===== config.mk =====
export PLATFORM = sky130hd
export DESIGN_NAME = process_state_queues_top
export DESIGN_NICKNAME = d
export VERILOG_FILES = /design/src/rtl/psq_pkg.sv /design/src/rtl/psq_cell.sv /design/src/rtl/psq_list.sv /design/src/rtl/process_state_queues_top.sv
export VERILOG_INCLUDE_DIRS = /design/src /design/src/rtl
export SDC_FILE = /design/constraint.sdc
export NUM_CORES = 1
export LEC_CHECK = 0
export BUFFER_PORTS_ARGS = -buffer_cell sky130_fd_sc_hd__buf_2
export CELL_PAD_IN_SITES_DETAIL_PLACEMENT = 1
export CELL_PAD_IN_SITES_GLOBAL_PLACEMENT = 2
export CORE_MARGIN = 8
export CORE_UTILIZATION = 39
export DETAILED_ROUTE_END_ITERATION = 16
export GPL_TIMING_DRIVEN = 0
export PLACE_DENSITY = 0.74
export SLEW_MARGIN = 15
export SYNTH_ARGS = -nofsm -noshare
export SYNTH_HDL_FRONTEND = slang
export SYNTH_HIERARCHICAL = 1
export SYNTH_SLANG_ARGS = --single-unit

===== constraint.sdc =====
create_clock -name clk -period 9.8 [get_ports clk]
set_clock_uncertainty 0.05 [all_clocks]
set_input_delay 1.96 -clock clk [delete_from_list [all_inputs] [get_ports clk]]
set_output_delay 1.96 -clock clk [all_outputs]
set_load 0.01 [all_outputs]

===== src/rtl/process_state_queues_top_assert.svh =====
// Assertion helpers for the RTL top level.
`ifndef PROCESS_STATE_QUEUES_TOP_ASSERT_SVH
`define PROCESS_STATE_QUEUES_TOP_ASSERT_SVH

// Same-cycle implication.
`define PSQ_ASSERT_NOW(label, clk, rst, ante, cons, msg) \
  label: assert property (@(posedge clk) disable iff (rst) (ante) |-> (cons)) else $error(msg);

// Next-cycle implication.
`define PSQ_ASSERT_NEXT(label, clk, rst, ante, cons, msg) \
  label: assert property (@(posedge clk) disable iff (rst) (ante) |=> (cons)) else $error(msg);

`endif


===== src/rtl/psq_pkg.sv =====
`timescale 1ns / 1ps
`default_nettype none
package psq_pkg;

  localparam int LIST_DEPTH_DEF = 16;
  localparam int PID_BITS_DEF   = 16;

  localparam int REQ_W    = 3;
  localparam int PID_W    = 16;
  localparam int STATUS_W = 2;
  localparam int COUNT_W  = 5;

  localparam logic [REQ_W-1:0] REQ_PUSH_TAIL  = 3'd0;
  localparam logic [REQ_W-1:0] REQ_PUSH_HEAD  = 3'd1;
  localparam logic [REQ_W-1:0] REQ_RDY_TO_RUN = 3'd2;
  localparam logic [REQ_W-1:0] REQ_RUN_TO_FIN = 3'd3;
  localparam logic [REQ_W-1:0] REQ_KILL       = 3'd4;

  localparam logic [STATUS_W-1:0] ST_OK    = 2'd0;
  localparam logic [STATUS_W-1:0] ST_EMPTY = 2'd1;
  localparam logic [STATUS_W-1:0] ST_FULL  = 2'd2;
  localparam logic [STATUS_W-1:0] ST_NOHIT = 2'd3;

  typedef struct packed {
    logic [REQ_W-1:0] req_type;
    logic [PID_W-1:0] pid;
  } psq_req_t;

  typedef struct packed {
    logic [STATUS_W-1:0] status;
    logic [PID_W-1:0]    moved_pid;
    logic                kill_hit;
    logic [COUNT_W-1:0]  ready_count;
    logic [COUNT_W-1:0]  running_count;
    logic [COUNT_W-1:0]  finished_count;
  } psq_rsp_t;

  // per-list command, shared by every cell of a list
  typedef struct packed {
    logic push_tail;
    logic push_head;
    logic pop_head;
    logic kill;
  } psq_cmd_t;

endpackage
`default_nettype wire


===== src/rtl/psq_cell.sv =====
`timescale 1ns / 1ps
`default_nettype none
module psq_cell import psq_pkg::*; #(
  parameter int WIDTH = PID_BITS_DEF
) (
  input  wire logic             clk,
  input  wire psq_cmd_t         cmd,
  input  wire logic             occ,
  input  wire logic             at_tail,
  input  wire logic [WIDTH-1:0] value,
  input  wire logic [WIDTH-1:0] left,
  input  wire logic [WIDTH-1:0] right,
  input  wire logic             hit_in,
  output logic                  hit_out,
  output logic [WIDTH-1:0]      entry
);

  logic match;
  logic close_gap;

  assign match     = occ && (entry == value);
  assign hit_out   = hit_in || match;
  // this cell and all after the first match pull from the right
  assign close_gap = cmd.kill && (hit_in || match);

  always_ff @(posedge clk) begin
    if (cmd.push_head) begin
      entry <= left;
    end else if (cmd.pop_head || close_gap) begin
      entry <= right;
    end else if (cmd.push_tail && at_tail) begin
      entry <= value;
    end
  end

endmodule
`default_nettype wire


===== src/rtl/psq_list.sv =====
`timescale 1ns / 1ps
`default_nettype none
module psq_list import psq_pkg::*; #(
  parameter int DEPTH = LIST_DEPTH_DEF,
  parameter int WIDTH = PID_BITS_DEF,
  localparam int CW   = $clog2(DEPTH + 1)
) (
  input  wire logic             clk,
  input  wire logic             rst,
  input  wire psq_cmd_t         cmd,
  input  wire logic [WIDTH-1:0] value,
  output logic [CW-1:0]         fill,
  output logic [CW-1:0]         fill_next,
  output logic [WIDTH-1:0]      head,
  output logic                  hit
);

  logic [WIDTH-1:0] entry   [DEPTH];
  logic [WIDTH-1:0] left_d  [DEPTH];
  logic [WIDTH-1:0] right_d [DEPTH];
  logic [DEPTH:0]   chain;
  logic             grow;
  logic             shrink;

  assign chain[0] = 1'b0;
  assign hit      = chain[DEPTH];
  assign head     = entry[0];

  for (genvar i = 0; i < DEPTH; i++) begin : g_cell
    if (i == 0) begin : g_first
      assign left_d[i] = value;
    end else begin : g_mid_l
      assign left_d[i] = entry[i-1];
    end
    if (i == DEPTH - 1) begin : g_last
      assign right_d[i] = '0;
    end else begin : g_mid_r
      assign right_d[i] = entry[i+1];
    end

    psq_cell #(.WIDTH(WIDTH)) u_cell (
      .clk     (clk),
      .cmd     (cmd),
      .occ     (CW'(i) < fill),
      .at_tail (fill == CW'(i)),
      .value   (value),
      .left    (left_d[i]),
      .right   (right_d[i]),
      .hit_in  (chain[i]),
      .hit_out (chain[i+1]),
      .entry   (entry[i])
    );
  end

  assign grow      = cmd.push_tail || cmd.push_head;
  assign shrink    = cmd.pop_head || (cmd.kill && hit);
  assign fill_next = fill + CW'(grow) - CW'(shrink);

  always_ff @(posedge clk) begin
    if (rst) begin
      fill <= '0;
    end else begin
      fill <= fill_next;
    end
  end

endmodule
`default_nettype wire


===== src/rtl/process_state_queues_top.sv =====
`timescale 1ns / 1ps
`default_nettype none
// Channel  Role    Handshake            Payload
// req      input   req_valid/req_stall  psq_req_t (req_type, pid)
// rsp      output  rsp_valid/rsp_stall  psq_rsp_t (status, moved_pid, kill_hit, counts)
//
// One request per cycle while req_stall is low; its result beat appears in the cycle after acceptance.
// The ready-list match chain through the cells (kill search) sets the cycle time.
// Reset clears the three fill counts; list entries are not cleared, no sweep.
// req_stall is high only while a result waits in the output register under rsp_stall.
module process_state_queues_top import psq_pkg::*; #(
  parameter int LIST_DEPTH = LIST_DEPTH_DEF,
  parameter int PID_BITS   = PID_BITS_DEF
) (
  input  wire logic     clk,
  input  wire logic     rst,
  input  wire logic     req_valid,
  output logic          req_stall,
  input  wire psq_req_t req,
  output logic          rsp_valid,
  input  wire logic     rsp_stall,
  output psq_rsp_t      rsp
);

`include "process_state_queues_top_assert.svh"

  localparam int CW = $clog2(LIST_DEPTH + 1);

  logic                rd_hit;
  logic                acc;
  logic [PID_BITS-1:0] key;
  logic [PID_BITS-1:0] rd_head, rn_head, fn_head;
  logic [CW-1:0]       rd_fill, rn_fill, fn_fill;
  logic [CW-1:0]       rd_fill_next, rn_fill_next, fn_fill_next;
  logic                rn_hit, fn_hit;
  psq_cmd_t            rd_cmd, rn_cmd, fn_cmd;
  logic [STATUS_W-1:0] status;
  logic [PID_BITS-1:0] moved;
  logic                hit;
  logic                rd_full, rd_empty, rn_full, rn_empty, fn_full;
  logic [CW+1:0]       total;

  assign req_stall = rsp_valid && rsp_stall;
  assign acc       = req_valid && !req_stall;
  assign key       = PID_BITS'(req.pid);

  assign rd_full  = rd_fill == CW'(LIST_DEPTH);
  assign rn_full  = rn_fill == CW'(LIST_DEPTH);
  assign fn_full  = fn_fill == CW'(LIST_DEPTH);
  assign rd_empty = rd_fill == '0;
  assign rn_empty = rn_fill == '0;

  always_comb begin
    rd_cmd = '0;
    rn_cmd = '0;
    fn_cmd = '0;
    status = ST_OK;
    moved  = '0;
    hit    = 1'b0;
    case (req.req_type)
      REQ_PUSH_TAIL, REQ_PUSH_HEAD: begin
        if (rd_full) begin
          status = ST_FULL;
        end else if (req.req_type == REQ_PUSH_TAIL) begin
          rd_cmd.push_tail = acc;
        end else begin
          rd_cmd.push_head = acc;
        end
      end
      REQ_RDY_TO_RUN: begin
        if (rd_empty) begin
          status = ST_EMPTY;
        end else if (rn_full) begin
          status = ST_FULL;
        end else begin
          rd_cmd.pop_head  = acc;
          rn_cmd.push_tail = acc;
          moved            = rd_head;
        end
      end
      REQ_RUN_TO_FIN: begin
        if (rn_empty) begin
          status = ST_EMPTY;
        end else if (fn_full) begin
          status = ST_FULL;
        end else begin
          rn_cmd.pop_head  = acc;
          fn_cmd.push_tail = acc;
          moved            = rn_head;
        end
      end
      REQ_KILL: begin
        rd_cmd.kill = acc;
        if (rd_hit) begin
          moved = key;
          hit   = 1'b1;
        end else if (rn_empty) begin
          status = ST_EMPTY;
        end else if (fn_full) begin
          status = ST_FULL;
        end else begin
          rn_cmd.pop_head  = acc;
          fn_cmd.push_tail = acc;
          moved            = rn_head;
          status           = ST_NOHIT;
        end
      end
      default: begin
      end
    endcase
  end

  psq_list #(.DEPTH(LIST_DEPTH), .WIDTH(PID_BITS)) u_ready (
    .clk       (clk),
    .rst       (rst),
    .cmd       (rd_cmd),
    .value     (key),
    .fill      (rd_fill),
    .fill_next (rd_fill_next),
    .head      (rd_head),
    .hit       (rd_hit)
  );

  psq_list #(.DEPTH(LIST_DEPTH), .WIDTH(PID_BITS)) u_running (
    .clk       (clk),
    .rst       (rst),
    .cmd       (rn_cmd),
    .value     (rd_head),
    .fill      (rn_fill),
    .fill_next (rn_fill_next),
    .head      (rn_head),
    .hit       (rn_hit)
  );

  psq_list #(.DEPTH(LIST_DEPTH), .WIDTH(PID_BITS)) u_finished (
    .clk       (clk),
    .rst       (rst),
    .cmd       (fn_cmd),
    .value     (rn_head),
    .fill      (fn_fill),
    .fill_next (fn_fill_next),
    .head      (fn_head),
    .hit       (fn_hit)
  );

  always_ff @(posedge clk) begin
    if (rst) begin
      rsp_valid <= 1'b0;
    end else begin
      rsp_valid <= acc || (rsp_valid && rsp_stall);
    end
    if (acc) begin
      rsp.status         <= status;
      rsp.moved_pid      <= PID_W'(moved);
      rsp.kill_hit       <= hit;
      rsp.ready_count    <= COUNT_W'(rd_fill_next);
      rsp.running_count  <= COUNT_W'(rn_fill_next);
      rsp.finished_count <= COUNT_W'(fn_fill_next);
    end
  end

  assign total = (CW+2)'(rd_fill) + (CW+2)'(rn_fill) + (CW+2)'(fn_fill);

  `PSQ_ASSERT_NOW(a_fill_bound, clk, rst, 1'b1, (rd_fill <= CW'(LIST_DEPTH)) && (rn_fill <= CW'(LIST_DEPTH)) && (fn_fill <= CW'(LIST_DEPTH)), "list fill above depth")
  `PSQ_ASSERT_NEXT(a_kill_shrinks, clk, rst, acc && (req.req_type == REQ_KILL) && rd_hit, rd_fill == ($past(rd_fill) - CW'(1)), "kill hit did not shrink ready")
  `PSQ_ASSERT_NEXT(a_moves_keep_total, clk, rst, acc && ((req.req_type == REQ_RDY_TO_RUN) || (req.req_type == REQ_RUN_TO_FIN) || ((req.req_type == REQ_KILL) && !rd_hit)), total == $past(total), "move changed entry total")
  `PSQ_ASSERT_NOW(a_no_stray_hit, clk, rst, (fn_cmd.kill || rn_cmd.kill), 1'b0 && rn_hit && fn_hit && (fn_head == fn_head), "kill issued to running or finished")

endmodule
`default_nettype wire

==> metrics, run 1 <==
layout cells sized above 1 0.153; clock sink total 818; peak supply drop 134 uV; GRT overflow 0; Die ar. 168000 sq um; commonest non-fill, non-tap cells in the layout nand2_1, edfxtp_1, o2111ai_1; critical path class in2reg; RSZ-0062 raised after global routing no; WP data arrival 9970 ps; crit end category register; dpl cell area 66000 sq um; headroom to the max-slew limit 0.203; clock-pin slew on the worst setup and hold paths 60 ps; clk root buf clkbuf_16; Routed WL 239 mm; Pleak 0.0248 uW; sequential share of the synthesized area 0.403; worst min-delay path startpoint rsp_valid; Final nets 6606; Layout area overhead 14.5%; Synth area leaders edfxtp_1, o2111ai_1, xor2_1, nand2_1, o211ai_2; Seq cells post-synth 818; Async S/R FF share, synth 0; WP data required 10230 ps; Vias/cell 6.21; GRT Resource Usage Total 0.272; Final ANT Viol Nets 0; H-tree depth 3; Die Width 410 um; Min Hold Slack 548 ps; hpwl dp 178 mm; total CTS buffers 105; io pins 59; Yosys cell types 62; initial antenna violation count 8; dominant cell type by area after synthesis edfxtp_1; mapped cell area 60600 sq um; Setup crit start kind input port; YS warnings 6; status completed; critical path peak fanout 34; maxcap violations 0; Final WS setup 262 ps; Crit Reg-Reg Startpoint u_ready/g_cell[0].u_cell/entry[15]; Cells after Synth 6099; clock buffer depth 3; Detailed Routing Iterations Pass 1 5; endpoints failing setup 0; most common cell after layout, fill and taps aside nand2_1; min Tclk post-route 9540 ps; end of the worst hold path rsp_valid; Final Hold Viols 0; Least-Margin Pin Slew 1200 ps; worst skew pair latency 730 ps; total power 13000 uW; WHS Path Cells 4; reg2reg end rsp[9]; reg2reg path depth 34; Main synth FF type edfxtp_1; pwr dens 188 nW/um^2; Final period util 0.973; Via Count 53819; area of the core 154000 sq um; Slowest cell on crit path or4b_4; Initial Util 0.393; vias in the first global route 55455; R2R setup slack 960 ps; cts hold-fix bufs 0; syn_area_per_cell 9.93 sq um; Slowest Stage Delay on Critical Path 600 ps; class of the worst hold path reg2reg; CTS tree built; Die Height 410 um; Post-synth EDFFs 802; post-synth top area share 0.398; row count 144; initial drt markers 4590; Slew Viols, Final 0; pin count of the biggest net entering global routing 35; Post-Layout Inst Area 69300 sq um; WL/cell 27.6 um; Residual DRC 0; Setup WS pre-CTS -800 ps; Port Buffer Count 58; upper clock frequency limit 0.105 GHz; most used cell, CP o21bai_1; first-pass GRT wire length 360 mm; Final GP Congestion 0.842
state kept, by name, indices dropped and copies added, names as in the netlist:
| register | count |
|---|---|
| rsp | 34 |
| rsp_valid | 1 |
| u_finished/fill | 5 |
| u_finished/g_cell.u_cell/entry | 256 |
| u_ready/fill | 5 |
| u_ready/g_cell.u_cell/entry | 256 |
| u_running/fill | 5 |
| u_running/g_cell.u_cell/entry | 256 |
where the power goes:
group	leakage, uW	internal (uW)	total (uW)	switching [uW]
clock	0.00165	2220	3890	1670
combinational	0.0150	1410	3730	2320
sequential	0.00820	4590	5390	800
kinds of logic after synthesis:
| kind of cell | after synthesis | synth area share |
|---|---|---|
| AO/OA/AOI/OAI | 1794 | 0.270 |
| flip-flops | 818 | 0.403 |
| adder cells (fa/ha/maj) | 45 | 0.00967 |
| other | 4 | 0.000248 |
| buffers and inverters | 578 | 0.0484 |
| XOR/XNOR | 777 | 0.112 |
| multiplexers | 6 | 0.00124 |
| AND/OR/NAND/NOR | 2077 | 0.155 |
critical path: cells and delay by family:
kind,cells,cell delay [ps]
buffers and inverters,5,1430
adders and majority gates,3,770
AOI/OAI and AO/OA,19,3910
xor gates and xnor gates,2,510
and+or+nand+nor,5,1350
cell usage after synthesis, types with 2 or more instances:
cell type	instances
nor3_1	62
o21ai_0	6
a31oi_1	4
and4_2	3
nor4_2	49
o211ai_2	432
nand4_2	48
o21bai_1	51
nand2b_1	5
dfxtp_1	16
a21oi_1	116
and3_1	13
buf_6	100
and2b_1	4
o21a_1	49
and2b_2	2
inv_1	82
nor4b_1	2
conb_1	4
ha_1	42
nor2_1	26
a221o_2	16
and2_1	21
nor2b_2	2
nor2b_1	12
edfxtp_1	802
mux2_4	2
xnor2_1	57
a21o_1	6
buf_2	3
o2111ai_1	768
nor4_1	102
nand2_1	1613
xor2_1	720
inv_2	3
o211ai_1	336
and3_2	3
nand3_1	99
fa_1	3
a21oi_2	3
mux2_2	4
clkbuf_1	388
area by class of cell:
class,count,area [sq um]
clock buffers,136,2810
diodes,2,5.00
plain buffers,493,2610
clock inverters,57,505
multi-input cells,4870,33900
well taps,2044,2560
repair buffers,165,2210
inverters,85,319
fillers,17505,84900
flip-flops and latches,818,24400
worst max path at each step:
stage	to	depth (start not counted)	slack, ps	from
after floorplan	u_running/g_cell[0].u_cell/entry[0]	28	760	req[15]
after global placement	u_running/g_cell[15].u_cell/entry[0]	29	-5460	req[2]
after detailed placement	u_running/g_cell[6].u_cell/entry[4]	32	-800	req[15]
after CTS	u_running/g_cell[6].u_cell/entry[1]	32	20	req[13]
after global routing	rsp[9]	34	9	req[7]
final	rsp[9]	34	260	req[2]
what timing repair did:
item                                    in CTS  in global routing
gates resized for setup                      5                 10
endpoints found under the hold margin        0                  0
setup buffers                                0                  0
endpoints found under the setup margin      32                252
metal layers:
layer | vias to the layer above | part of all wire | global-route usage
met5 | - | 0 | 0
met4 | 0 | 0.024 | 0.0692
met3 | 348 | 0.055 | 0.0300
met2 | 1754 | 0.46 | 0.438
met1 | 27360 | 0.47 | 0.391
li1 | 24357 | - | -
through the flow:
stage,std cells,TNS (ps),utilization
3_3_place_gp,8368,-4829620,0.415
2_1_floorplan,6266,0,-
3_5_place_dp,8475,-184040,0.428
4_1_cts,8668,0,0.449
5_1_grt,8668,0,0.450
6_report,8670,0,0.450
Power figures use the tool's default switching activity.
==> inputs of run 2 (changes only) <==
--- a/config.mk
+++ b/config.mk
@@ -6,14 +6,17 @@
 export SDC_FILE = /design/constraint.sdc
 export NUM_CORES = 1
 export LEC_CHECK = 0
+export ABC_CLOCK_PERIOD_IN_PS = 9800
 export BUFFER_PORTS_ARGS = -buffer_cell sky130_fd_sc_hd__buf_2
 export CELL_PAD_IN_SITES_DETAIL_PLACEMENT = 1
 export CELL_PAD_IN_SITES_GLOBAL_PLACEMENT = 2
 export CORE_MARGIN = 8
-export CORE_UTILIZATION = 39
+export CORE_UTILIZATION = 40
+export CTS_BUF_LIST = sky130_fd_sc_hd__clkbuf_8
+export CTS_CLUSTER_SIZE = 10
 export DETAILED_ROUTE_END_ITERATION = 16
 export GPL_TIMING_DRIVEN = 0
-export PLACE_DENSITY = 0.74
+export PLACE_DENSITY = 0.76
 export SLEW_MARGIN = 15
 export SYNTH_ARGS = -nofsm -noshare
 export SYNTH_HDL_FRONTEND = slang
==> run 2 against run 1 <==
  * Worst setup slack got worse by 14 ps
  * Critical path type unchanged
  * Design area decreased by 0.58%
  * Critical path depth decreased by 3
  * Largest power group unchanged
  * Non-clock buffer count decreased by 2
  * Power decreased by 4.4%
  * Sequential cell count unchanged
  * Sequential power about the same
  * Register-to-register slack got worse by 70 ps
  * Cell count increased by 1.1%
  * Fmax decreased by 0.15%
==> metrics, run 2 (synthesis results as in run 1) <==
total CTS buffers 168; Residual DRC 0; Port Buffer Count 58; Final nets 6667; Final Hold Viols 0; GRT overflow 0; RSZ-0062 raised after global routing no; pwr dens 180 nW/um^2; GRT Resource Usage Total 0.280; WHS Path Cells 2; initial drt markers 4525; initial antenna violation count 5; reg2reg path depth 31; Final ANT Viol Nets 0; clk root buf clkbuf_8; end of the worst hold path u_ready/g_cell[10].u_cell/entry[11]; Die Width 405 um; Routed WL 238 mm; class of the worst hold path reg2reg; # Post-CTS Setup Buffers 0; commonest non-fill, non-tap cells in the layout nand2_1, edfxtp_1, o2111ai_1; crit end category register; pin count of the biggest net entering global routing 35; WL/cell 27.1 um; Setup crit start kind input port; headroom to the max-slew limit 0.189; maxcap violations 0; row count 143; Vias/cell 6.20; clock buffer depth 3; min Tclk post-route 9550 ps; Top Registers u_finished/g_cell.u_cell/entry: 256 flops, u_ready/g_cell.u_cell/entry: 256 flops, u_running/g_cell.u_cell/entry: 256 flops; H-tree depth 4; Final period util 0.975; Layout area overhead 13.8%; peak supply drop 130 uV; first-pass GRT wire length 361 mm; worst skew pair latency 900 ps; Min Hold Slack 554 ps; WP data required 10270 ps; Die ar. 164000 sq um; most common cell after layout, fill and taps aside nand2_1; Detailed Routing Iterations Pass 1 6; total power 12400 uW; vias in the first global route 56440; Slew Viols, Final 0; endpoints failing setup 0; status completed; Initial Util 0.401; most used cell, CP o21bai_1; area of the core 151000 sq um; fillers 17170; Slowest cell on crit path or4b_4; clock sink total 818; worst min-delay path startpoint u_ready/g_cell[9].u_cell/entry[11]; Final GP Congestion 0.848; io pins 59; WP data arrival 10020 ps; clock-pin slew on the worst setup and hold paths 60 ps; upper clock frequency limit 0.105 GHz; layout cells sized above 1 0.157; R2R setup slack 890 ps; Die Height 405 um; critical path peak fanout 34; critical path class in2reg; Slowest Stage Delay on Critical Path 590 ps; Pleak 0.0249 uW; Crit Reg-Reg Startpoint u_ready/g_cell[0].u_cell/entry[0]; hpwl dp 177 mm; reg2reg end u_running/g_cell[15].u_cell/entry[14]; CTS tree built; Least-Margin Pin Slew 1220 ps; Via Count 54303
## run 2: changes by cell type in the layout (fill, tap and decap cells not counted), moves of 4 or more
cell	previous run	this run
diode_2	2	6
clkinv_2	25	13
clkbuf_8	7	177
clkbuf_16	105	0
buf_6	106	112
clkinvlp_4	0	8
clkinv_1	17	33
inv_1	81	148
buf_4	16	10
clkbuf_1	412	388
bufinv_16	8	0
## run 2: power breakdown
| group | switching [uW] | internal, uW |
|---|---|---|
| Combinational | 2290 | 1410 |
| Clock | 1680 | 1650 |
| Sequential | 807 | 4600 |
## run 2: repair_timing
action / CTS / global route
endpoints found under the setup margin: 11 / 429
gates resized for setup: 2 / 25
hold endpoints to repair: 0 / 0
hold buffers: 0 / 0
## run 2: cell type report
type	instances	area (sq um)	area share
Inverter	85	319	0.00463
Multi-Input combinational cell	4870	33900	0.492
Sequential cell	818	24400	0.354
Clock inverter	123	518	0.00751
Timing Repair Buffer	163	2190	0.0318
Buffer	493	2610	0.0379
Clock buffer	177	2440	0.0353
Antenna cell	6	15.0	0.000218
Tap cell	2030	2540	0.0368
## run 2: worst max-delay path by stage
stage / from / slack (ps) / cells after the start / end
floorplan: req[15] / 760 / 28 / u_running/g_cell[0].u_cell/entry[0]
global placement: req[5] / -5020 / 29 / u_running/g_cell[9].u_cell/entry[4]
detailed placement: req[9] / -950 / 31 / u_running/g_cell[9].u_cell/entry[4]
CTS: req[15] / 5 / 31 / u_running/g_cell[9].u_cell/entry[9]
global route: req[6] / 30 / 34 / u_finished/fill[4]
finish: req[6] / 250 / 31 / u_running/g_cell[15].u_cell/entry[14]
## run 2: metal layers
layer | vias up | global-route usage | part of all wire
met1 | 27549 | 0.400 | 0.46
met3 | 428 | 0.0336 | 0.055
li1 | 24491 | - | -
met5 | - | 0 | 0
met4 | 0 | 0.0808 | 0.027
met2 | 1835 | 0.448 | 0.46
## run 2: through the flow
step	util	setup slack, ps	setup TNS, ps	instances	area (sq um)
after floorplan	-	760	0	6266	61200
after global placement	0.424	-5020	-4492700	8354	64000
after detailed placement	0.436	-949	-387410	8459	65900
after CTS	0.455	4.52	0	8759	68900
after global routing	0.456	30.6	0	8763	68900
final	0.456	248	0	8765	68900
## run 2: critical path, delay by kind of cell
| family | cells | cell delay [ps] |
|---|---|---|
| and+or+nand+nor | 5 | 2120 |
| xor gates and xnor gates | 1 | 200 |
| AOI/OAI and AO/OA | 19 | 4040 |
| buffers and inverters | 6 | 1640 |
